===== config.mk =====
export PLATFORM = sky130hd
export DESIGN_NAME = indexed_linked_list_engine_unit
export DESIGN_NICKNAME = d
export VERILOG_FILES = /design/src/hw/rtl/ill_pkg.sv /design/src/hw/rtl/indexed_linked_list_engine_unit.sv /design/src/hw/rtl/ill_ctrl.sv /design/src/hw/rtl/ill_datapath.sv
export SDC_FILE = /design/constraint.sdc
export NUM_CORES = 2
export LEC_CHECK = 0
export BUFFER_PORTS_ARGS = -buffer_cell sky130_fd_sc_hd__buf_2
export CAP_MARGIN = 20
export CORE_MARGIN = 2
export CORE_UTILIZATION = 60
export CTS_BUF_LIST = sky130_fd_sc_hd__clkbuf_2
export CTS_CLUSTER_SIZE = 20
export DETAILED_ROUTE_END_ITERATION = 12
export MAX_ROUTING_LAYER = met4
export PLACE_DENSITY = 0.76
export SYNTH_ARGS = -nofsm -noshare
export SYNTH_HDL_FRONTEND = slang
export SYNTH_SLANG_ARGS = --single-unit

===== constraint.sdc =====
create_clock -name clk -period 12.9 [get_ports clk]
set_input_delay 1.935 -clock clk [delete_from_list [all_inputs] [get_ports clk]]
set_output_delay 1.935 -clock clk [all_outputs]
set_load 0.05 [all_outputs]

===== src/hw/rtl/ill_pkg.sv =====
// Shared types and constants for the indexed linked-list engine.
// Used by the controller, the datapath and the top level; depends on nothing.
package ill_pkg;

  // Store geometry.
  localparam int DEPTH  = 64;
  localparam int ADDR_W = $clog2(DEPTH);
  localparam int LINK_W = $clog2(DEPTH + 1);

  // Field widths of a request and of a result.
  localparam int MODE_W = 2;
  localparam int POS_W  = 7;
  localparam int VAL_W  = 32;
  localparam int STAT_W = 3;

  // Stream bus widths, rounded up to whole bytes.
  localparam int IN_W  = ((MODE_W + POS_W + VAL_W + 7) / 8) * 8;
  localparam int OUT_W = ((STAT_W + VAL_W + 7) / 8) * 8;

  // A link that points nowhere.
  localparam logic [LINK_W-1:0] NULL_LINK = LINK_W'(DEPTH);

  typedef enum logic [MODE_W-1:0] {
    MODE_HEAD_INS  = 2'd0,
    MODE_INS_AFTER = 2'd1,
    MODE_DEL_AFTER = 2'd2,
    MODE_DUMP      = 2'd3
  } mode_t;

  typedef enum logic [STAT_W-1:0] {
    STAT_DONE    = 3'd0,
    STAT_FULL    = 3'd1,
    STAT_ELEM    = 3'd2,
    STAT_EMPTY   = 3'd3,
    STAT_ILLEGAL = 3'd4
  } status_t;

  // Address source of a link/value memory read.
  typedef enum logic [1:0] {
    RD_SRC_REF  = 2'd0,
    RD_SRC_HEAD = 2'd1,
    RD_SRC_LINK = 2'd2
  } rd_src_t;

  typedef enum logic [3:0] {
    ST_IDLE,
    ST_CHECK,
    ST_INS_A,
    ST_INS_B,
    ST_DEL_HEAD,
    ST_DEL_SUCC,
    ST_DEL_WR,
    ST_DUMP,
    ST_EMIT
  } state_t;

  // Commands from the controller to the datapath.
  typedef struct packed {
    logic    in_load;         // capture the incoming request
    logic    rd_en;           // read link and value memories
    rd_src_t rd_src;
    logic    node_wr;         // write a new node at slot nodes_used
    logic    node_link_head;  // new node links to the head, else to the read link
    logic    used_inc;
    logic    ref_wr;          // rewrite the link of the reference node
    logic    ref_from_used;   // that link becomes nodes_used, else the read link
    logic    head_wr;
    logic    head_from_used;  // head becomes nodes_used, else the read link
    logic    cnt_clr;
    logic    out_load;
    logic    out_elem;        // result is a list element from the read data
    status_t out_status;
  } ill_cmd_t;

  // Status from the datapath to the controller.
  typedef struct packed {
    mode_t mode;
    logic  pos_zero;
    logic  pos_over;   // position beyond the nodes inserted so far
    logic  full;
    logic  head_null;
    logic  link_null;  // read link points nowhere
    logic  cnt_last;   // walk has produced DEPTH-1 elements
    logic  out_free;
  } ill_stat_t;

endpackage


===== src/hw/rtl/indexed_linked_list_engine_unit.sv =====
// Indexed linked-list engine: a singly linked list held in node memories.
// Requests enter on the s_axis channel; results leave on m_axis.
// Each request carries a mode: head insert, insert after the k-th inserted
// node, delete the successor of the k-th node (k = 0 deletes the head), or
// dump the list. A mutation returns one status result with tlast set; a dump
// returns one result per element, head to tail, tlast on the tail, or one
// "list empty" result.
// Sequence: a request is taken while idle and checked in the next cycle. A head
// insert or a refused request then loads its result; a delete first unlinks the
// head, or fetches the successor's link and rewrites the reference link; an
// insert writes the new node, then the reference link. A dump loads one
// element every cycle while the receiver takes them, head to tail, reading
// the link memory once per node. The next request is taken the cycle after
// the last result is loaded into the output register. Reset empties the list
// and the fill count at once; node memories need no clearing. When the
// receiver stalls, the output register holds its result and the dump walk waits with it.
// Depends on ill_pkg, ill_ctrl and ill_datapath.
module indexed_linked_list_engine_unit
  import ill_pkg::*;
(
  input  logic             clk,
  input  logic             rst,
  input  logic             s_axis_tvalid,
  output logic             s_axis_tready,
  input  logic [IN_W-1:0]  s_axis_tdata,   // mode[1:0], position[8:2], value_in[40:9]
  output logic             m_axis_tvalid,
  input  logic             m_axis_tready,
  output logic [OUT_W-1:0] m_axis_tdata,   // status[2:0], value_out[34:3]
  output logic             m_axis_tlast
);

  ill_cmd_t  cmd;
  ill_stat_t stat;

  // Sequencer.
  ill_ctrl u_ctrl (
    .clk      (clk),
    .rst      (rst),
    .in_valid (s_axis_tvalid),
    .in_ready (s_axis_tready),
    .stat     (stat),
    .cmd      (cmd)
  );

  // Node store and result register.
  ill_datapath u_datapath (
    .clk       (clk),
    .rst       (rst),
    .cmd       (cmd),
    .stat      (stat),
    .in_tdata  (s_axis_tdata),
    .out_valid (m_axis_tvalid),
    .out_ready (m_axis_tready),
    .out_tdata (m_axis_tdata),
    .out_last  (m_axis_tlast)
  );

endmodule


===== src/hw/rtl/ill_ctrl.sv =====
// Controller state machine of the linked-list engine.
// Depends on ill_pkg; drives the datapath through ill_cmd_t.
module ill_ctrl
  import ill_pkg::*;
(
  input  logic      clk,
  input  logic      rst,
  input  logic      in_valid,
  output logic      in_ready,
  input  ill_stat_t stat,
  output ill_cmd_t  cmd
);

  state_t  state, state_next;
  status_t ret_status, ret_status_next;

  // State and pending status registers.
  always_ff @(posedge clk) begin
    if (rst) begin
      state      <= ST_IDLE;
      ret_status <= STAT_DONE;
    end else begin
      state      <= state_next;
      ret_status <= ret_status_next;
    end
  end

  // Next state and the status to report.
  always_comb begin
    state_next      = state;
    ret_status_next = ret_status;
    unique case (state)
      ST_IDLE: begin
        if (in_valid) state_next = ST_CHECK;
      end
      ST_CHECK: begin
        unique case (stat.mode)
          MODE_HEAD_INS: begin
            ret_status_next = stat.full ? STAT_FULL : STAT_DONE;
            state_next      = ST_EMIT;
          end
          MODE_INS_AFTER: begin
            if (stat.pos_zero || stat.pos_over) begin
              ret_status_next = STAT_ILLEGAL;
              state_next      = ST_EMIT;
            end else if (stat.full) begin
              ret_status_next = STAT_FULL;
              state_next      = ST_EMIT;
            end else begin
              state_next = ST_INS_A;
            end
          end
          MODE_DEL_AFTER: begin
            if (stat.pos_zero) begin
              if (stat.head_null) begin
                ret_status_next = STAT_ILLEGAL;
                state_next      = ST_EMIT;
              end else begin
                state_next = ST_DEL_HEAD;
              end
            end else if (stat.pos_over) begin
              ret_status_next = STAT_ILLEGAL;
              state_next      = ST_EMIT;
            end else begin
              state_next = ST_DEL_SUCC;
            end
          end
          MODE_DUMP: begin
            if (stat.head_null) begin
              ret_status_next = STAT_EMPTY;
              state_next      = ST_EMIT;
            end else begin
              state_next = ST_DUMP;
            end
          end
          default: state_next = ST_IDLE;
        endcase
      end
      ST_INS_A: state_next = ST_INS_B;
      ST_INS_B: begin
        ret_status_next = STAT_DONE;
        state_next      = ST_EMIT;
      end
      ST_DEL_HEAD: begin
        ret_status_next = STAT_DONE;
        state_next      = ST_EMIT;
      end
      ST_DEL_SUCC: begin
        if (stat.link_null) begin
          ret_status_next = STAT_ILLEGAL;
          state_next      = ST_EMIT;
        end else begin
          state_next = ST_DEL_WR;
        end
      end
      ST_DEL_WR: begin
        ret_status_next = STAT_DONE;
        state_next      = ST_EMIT;
      end
      ST_DUMP: begin
        if (stat.out_free && (stat.link_null || stat.cnt_last)) state_next = ST_IDLE;
      end
      ST_EMIT: begin
        if (stat.out_free) state_next = ST_IDLE;
      end
      default: state_next = ST_IDLE;
    endcase
  end

  // Datapath commands.
  always_comb begin
    cmd      = '0;
    in_ready = 1'b0;
    unique case (state)
      ST_IDLE: begin
        in_ready    = 1'b1;
        cmd.in_load = in_valid;
      end
      ST_CHECK: begin
        unique case (stat.mode)
          MODE_HEAD_INS: begin
            if (!stat.full) begin
              cmd.node_wr        = 1'b1;
              cmd.node_link_head = 1'b1;
              cmd.head_wr        = 1'b1;
              cmd.head_from_used = 1'b1;
              cmd.used_inc       = 1'b1;
            end
          end
          MODE_INS_AFTER: begin
            if (!(stat.pos_zero || stat.pos_over || stat.full)) begin
              cmd.rd_en  = 1'b1;
              cmd.rd_src = RD_SRC_REF;
            end
          end
          MODE_DEL_AFTER: begin
            if (stat.pos_zero) begin
              cmd.rd_en  = !stat.head_null;
              cmd.rd_src = RD_SRC_HEAD;
            end else begin
              cmd.rd_en  = !stat.pos_over;
              cmd.rd_src = RD_SRC_REF;
            end
          end
          MODE_DUMP: begin
            cmd.rd_en   = !stat.head_null;
            cmd.rd_src  = RD_SRC_HEAD;
            cmd.cnt_clr = 1'b1;
          end
          default: cmd.rd_en = 1'b0;
        endcase
      end
      // New node takes the reference node's old successor.
      ST_INS_A: begin
        cmd.node_wr = 1'b1;
      end
      // Reference node now points at the new node.
      ST_INS_B: begin
        cmd.ref_wr        = 1'b1;
        cmd.ref_from_used = 1'b1;
        cmd.used_inc      = 1'b1;
      end
      ST_DEL_HEAD: begin
        cmd.head_wr = 1'b1;
      end
      // Fetch the successor's link.
      ST_DEL_SUCC: begin
        cmd.rd_en  = !stat.link_null;
        cmd.rd_src = RD_SRC_LINK;
      end
      ST_DEL_WR: begin
        cmd.ref_wr = 1'b1;
      end
      // One element per free output slot; fetch the next node meanwhile.
      ST_DUMP: begin
        if (stat.out_free) begin
          cmd.out_load   = 1'b1;
          cmd.out_elem   = 1'b1;
          cmd.out_status = STAT_ELEM;
          cmd.rd_en      = !(stat.link_null || stat.cnt_last);
          cmd.rd_src     = RD_SRC_LINK;
        end
      end
      ST_EMIT: begin
        cmd.out_load   = stat.out_free;
        cmd.out_status = ret_status;
      end
      default: cmd = '0;
    endcase
  end

endmodule


===== src/hw/rtl/ill_datapath.sv =====
// Datapath of the linked-list engine: node memories, list registers and result register.
// Depends on ill_pkg; steered by ill_cmd_t from ill_ctrl.
module ill_datapath
  import ill_pkg::*;
(
  input  logic             clk,
  input  logic             rst,
  input  ill_cmd_t         cmd,
  output ill_stat_t        stat,
  input  logic [IN_W-1:0]  in_tdata,
  output logic             out_valid,
  input  logic             out_ready,
  output logic [OUT_W-1:0] out_tdata,
  output logic             out_last
);

  logic [VAL_W-1:0]  node_values [DEPTH];
  logic [LINK_W-1:0] node_links  [DEPTH];

  mode_t             req_mode;
  logic [POS_W-1:0]  req_position;
  logic [VAL_W-1:0]  req_value;
  logic [LINK_W-1:0] head_link;
  logic [LINK_W-1:0] nodes_used;
  logic [LINK_W-1:0] walk_count;
  logic [LINK_W-1:0] rd_link;
  logic [VAL_W-1:0]  rd_value;
  status_t           out_status;
  logic [VAL_W-1:0]  out_value;

  logic [POS_W-1:0]  pos_minus;
  logic [ADDR_W-1:0] ref_addr;
  logic [ADDR_W-1:0] rd_addr;
  logic [ADDR_W-1:0] lnk_waddr;
  logic [LINK_W-1:0] lnk_wdata;
  logic              lnk_we;
  logic              link_null;
  logic              out_free;

  // Request capture.
  always_ff @(posedge clk) begin
    if (cmd.in_load) begin
      req_mode     <= mode_t'(in_tdata[MODE_W-1:0]);
      req_position <= in_tdata[MODE_W +: POS_W];
      req_value    <= in_tdata[MODE_W+POS_W +: VAL_W];
    end
  end

  assign pos_minus = req_position - POS_W'(1);
  assign ref_addr  = pos_minus[ADDR_W-1:0];
  assign link_null = (rd_link >= NULL_LINK);
  assign out_free  = !out_valid || out_ready;

  // Read address selection.
  always_comb begin
    case (cmd.rd_src)
      RD_SRC_REF:  rd_addr = ref_addr;
      RD_SRC_HEAD: rd_addr = head_link[ADDR_W-1:0];
      RD_SRC_LINK: rd_addr = rd_link[ADDR_W-1:0];
      default:     rd_addr = ref_addr;
    endcase
  end

  // Single write port of the link memory: new node or reference node.
  assign lnk_we    = cmd.node_wr || cmd.ref_wr;
  assign lnk_waddr = cmd.node_wr ? nodes_used[ADDR_W-1:0] : ref_addr;
  always_comb begin
    if (cmd.node_wr) begin
      lnk_wdata = cmd.node_link_head ? head_link : rd_link;
    end else begin
      lnk_wdata = cmd.ref_from_used ? nodes_used : rd_link;
    end
  end

  // Node memories with registered reads.
  always_ff @(posedge clk) begin
    if (lnk_we) begin
      node_links[lnk_waddr] <= lnk_wdata;
    end
    if (cmd.node_wr) begin
      node_values[nodes_used[ADDR_W-1:0]] <= req_value;
    end
    if (cmd.rd_en) begin
      rd_link  <= node_links[rd_addr];
      rd_value <= node_values[rd_addr];
    end
  end

  // List head, fill count and walk count.
  always_ff @(posedge clk) begin
    if (rst) begin
      head_link  <= NULL_LINK;
      nodes_used <= '0;
      walk_count <= '0;
    end else begin
      if (cmd.head_wr) begin
        head_link <= cmd.head_from_used ? nodes_used : rd_link;
      end
      if (cmd.used_inc) begin
        nodes_used <= nodes_used + LINK_W'(1);
      end
      if (cmd.cnt_clr) begin
        walk_count <= '0;
      end else if (cmd.out_load && cmd.out_elem) begin
        walk_count <= walk_count + LINK_W'(1);
      end
    end
  end

  // Result register: holds one result while the receiver stalls.
  always_ff @(posedge clk) begin
    if (rst) begin
      out_valid <= 1'b0;
    end else if (cmd.out_load) begin
      out_valid <= 1'b1;
    end else if (out_ready) begin
      out_valid <= 1'b0;
    end
  end

  always_ff @(posedge clk) begin
    if (cmd.out_load) begin
      out_status <= cmd.out_status;
      out_value  <= cmd.out_elem ? rd_value : '0;
      out_last   <= cmd.out_elem ? (link_null || stat.cnt_last) : 1'b1;
    end
  end

  assign out_tdata = {(OUT_W - STAT_W - VAL_W)'(0), out_value, out_status};

  // Status to the controller.
  always_comb begin
    stat.mode      = req_mode;
    stat.pos_zero  = (req_position == '0);
    stat.pos_over  = (req_position > POS_W'(nodes_used));
    stat.full      = (nodes_used >= LINK_W'(DEPTH));
    stat.head_null = (head_link >= NULL_LINK);
    stat.link_null = link_null;
    stat.cnt_last  = (walk_count == LINK_W'(DEPTH - 1));
    stat.out_free  = out_free;
  end

`ifndef SYNTHESIS
  a_no_write_when_full: assert property (@(posedge clk) disable iff (rst)
    cmd.node_wr |-> !stat.full)
    else $error("new node written into a full store");

  a_one_link_write: assert property (@(posedge clk) disable iff (rst)
    !(cmd.node_wr && cmd.ref_wr))
    else $error("two link writes in one cycle");

  a_load_into_free: assert property (@(posedge clk) disable iff (rst)
    cmd.out_load |-> out_free)
    else $error("result register overwritten while still held");

  a_used_bounded: assert property (@(posedge clk) disable iff (rst)
    nodes_used <= LINK_W'(DEPTH))
    else $error("fill count beyond store depth");

  a_used_grows_by_one: assert property (@(posedge clk) disable iff (rst)
    cmd.used_inc |=> nodes_used == $past(nodes_used) + LINK_W'(1))
    else $error("fill count did not advance by one");
`endif

endmodule


==> flow_metrics.env <==
export IMPL_place_ws_ns=5.159
export IMPL_finalSetupViolCount=0
export IMPL_ir_drop_mv=0.1193
export IMPL_cap_violations=0
export IMPL_final_cell_mix="2612 x edfxtp_1, 899 x clkbuf_2, 575 x mux4_2"
export IMPL_num_fill_cells=10720
export IMPL_grt_pass1_vias=53300
export IMPL_rsz0062_at_grt="false"
export IMPL_r2r_worst_path_cells=16
export IMPL_grt_usage_pct=29.03
export IMPL_final_common_cell="edfxtp_1"
export IMPL_area_growth_pct=9.274
export IMPL_insertion_delay_ns=1.86
export IMPL_coreArea_um2=167200
export IMPL_regArea_um2=79020
export IMPL_finalHoldViolCount=0
export IMPL_slew_limit_headroom_pct=20.40
export IMPL_max_freq_ghz=0.1423
export IMPL_design_area_um2=110500
export IMPL_cts_setup_buffers=0
export IMPL_dr_pass1_iters=5
export IMPL_cts_buffer_depth=4
export IMPL_hold_class="in2reg"
export IMPL_syn_inst=4835
export IMPL_ioPinCount=95
export IMPL_synthArstFlopShare_pct=0
export IMPL_r2r_start="u_datapath.req_position[0]"
export IMPL_fin_ws_ns=5.875
export IMPL_dieArea_um2=171800
export IMPL_synth_seq_cells=2641
export IMPL_tns_ns=0
export IMPL_r2r_end="u_datapath.rd_value[29]"
export IMPL_synthesis_area_um2=101100
export IMPL_r2r_slack_ns=5.87
export IMPL_cp_max_fo=129
export IMPL_clk_pin_slew_worst_paths_ns=0.10
export IMPL_die_h_um=414.5
export IMPL_overflow=0
export IMPL_finalCritPeriodShare_pct=54.46
export IMPL_multi_input_area_um2=21540
export IMPL_antenna_left=0
export IMPL_ys_flop_type="edfxtp_1"
export IMPL_start_util_pct=60.47
export IMPL_hold_depth=1
export IMPL_ys_seq_area_share_pct=78.14
export IMPL_final_layout_size_suffix_gt1_share_pct=31.70
export IMPL_wirelength_mm=240.8
export IMPL_final_max_slew_viol_count=0
export IMPL_vias=52480
export IMPL_via_per_inst=6.480
export IMPL_fin_nets=5520
export IMPL_tightest_slew_ns=1.194
export IMPL_drc_errors=0
export IMPL_power_leakage_nw=35.86
export IMPL_synth_top_area_cell="edfxtp_1"
export IMPL_power_density_nw_per_um2=159.8
export IMPL_grt_max_degree=157
export IMPL_ctsResizeCount=0
export IMPL_start_kind="flip-flop"
export IMPL_grt_pass1_wl_mm=348.6
export IMPL_synth_top_cell_area_share_pct=77.57
export IMPL_outcome="complete, no violations"
export IMPL_avgSynthCellArea_um2=20.91
export IMPL_drt_iter0_drc=7116
export IMPL_arrival_ns=8.49
export IMPL_fin_worst_skew_ns=0.1966
export IMPL_placed_area_um2=105100
export IMPL_clock_sinks=2641
export IMPL_h_tree_depth=6
export IMPL_fin_crit_ns=7.025
export IMPL_port_buffers=82
export IMPL_hold_path_startpoint="s_axis_tdata[6]"
export IMPL_antenna_found_initial=13
export IMPL_critPathKind="reg2reg"
export IMPL_wl_per_cell_um=29.72
export IMPL_ys_warn_count=0
export IMPL_numCtsBuffers=640
export IMPL_dp_hpwl_mm=129.7
export IMPL_cts_tree="built"
export IMPL_place_gp_congestion=0.8762
export IMPL_die_w_um=414.5
export IMPL_cts_root_buffer="clkbuf_2"
export IMPL_hold_buffers=0
export IMPL_synth_edff_count=2612
export IMPL_crit_required_ns=14.37
export IMPL_netlist_top_cells_area="edfxtp_1 78%, mux4_2 13%, nor2_1 1.5%"
export IMPL_min_to="u_datapath.req_position[4]"
export IMPL_yosys_cell_types_count=66
export IMPL_fp_row_count=150
export IMPL_end_kind="flip-flop"
-- sequential cells by signal (all words and copies together), names as in the netlist, 4 cells and up --
signal                   count
u_ctrl.state                 4
u_datapath.head_link         7
u_datapath.node_links      448
u_datapath.node_values    2048
u_datapath.nodes_used        7
u_datapath.out_value        32
u_datapath.rd_link           7
u_datapath.rd_value         32
u_datapath.req_position      7
u_datapath.req_value        32
u_datapath.walk_count        7
-- cell families after synthesis --
kind of cell               share of synthesized area, %
muxes                                             13.84
AOI/OAI and AO/OA                                 2.660
buffers and inverters                             1.265
xor gates and xnor gates                         0.1039
and+or+nand+nor                                   3.824
DFF                                               78.14
adders and majority gates                        0.1609
other                                          0.003709
-- report_power, final --
group          total [W]  switching [W]  internal (W)  leakage, nW
clock            0.00515        0.00316       0.00199         4.14
sequential       0.00969      0.0000379       0.00965         23.8
combinational    0.00282        0.00172       0.00110         7.96
-- area by class of cell --
type | count | share of cell area, %
clock inverters | 162 | 0.7406
flip-flops and latches | 2641 | 71.51
diodes | 22 | 0.04982
multi-input cells | 1914 | 19.50
repair buffers | 242 | 1.579
well taps | 2204 | 2.496
inverters | 16 | 0.05435
clock buffers | 899 | 4.072
-- per-stage QoR --
stage	hold slack (ns)	cells	power [W]	util [%]
4_1_cts	0.07774	8075	0.01775	66.01
3_5_place_dp	0.4655	7014	0.01270	62.83
2_1_floorplan	0.4339	4839	0.01180	-
3_3_place_gp	0.4542	7014	0.01264	62.83
5_1_grt	0.1464	8095	0.01834	66.07
6_report	0.3199	8100	0.01765	66.08
-- worst max-delay path by stage --
stage | start | endpoint | slack (ns)
floorplan | u_datapath.req_mode[1] | u_datapath.node_values[7][0] | 7.41
global placement | m_axis_tready | u_datapath.rd_value[7] | 5.16
detailed placement | m_axis_tready | u_datapath.rd_value[18] | 5.16
CTS | u_datapath.req_position[0] | u_datapath.rd_value[31] | 5.88
global route | u_datapath.req_position[0] | u_datapath.rd_value[29] | 5.52
finish | u_datapath.req_position[0] | u_datapath.rd_value[29] | 5.87
-- cells in the mapped netlist (38+ instances only) --
library cell  count
edfxtp_1       2612
mux4_2          575
nor2_1          405
nand2_1         224
clkbuf_1        133
o32ai_1         114
mux2i_1         101
nand3_1         101
buf_2            95
a221o_1          39
a22o_1           39
or4_1            39
and2_1           38
o211ai_1         38
-- critical path, cell delays in order, from the launching register on --
cell      delay [ns]
edfxtp_1        0.53
inv_1           0.16
ha_1            0.24
or3b_2          0.52
nor4_1          0.28
nor2_1          0.10
nor2_1          0.18
ha_1            0.62
a221oi_2        0.13
a21oi_4         0.22
buf_12          0.55
buf_4           0.59
buf_12          0.69
mux4_2          0.41
a22o_1          0.25
a221o_1         0.46
or4_1           0.48
-- routing by layer --
layer,global-route usage [%],share of wire (%)
met5,-,0
met1,36.97,36
met4,12.53,4.2
met3,7.127,11
met2,45.12,49
Note: power is estimated with default switching activity, not from simulation.
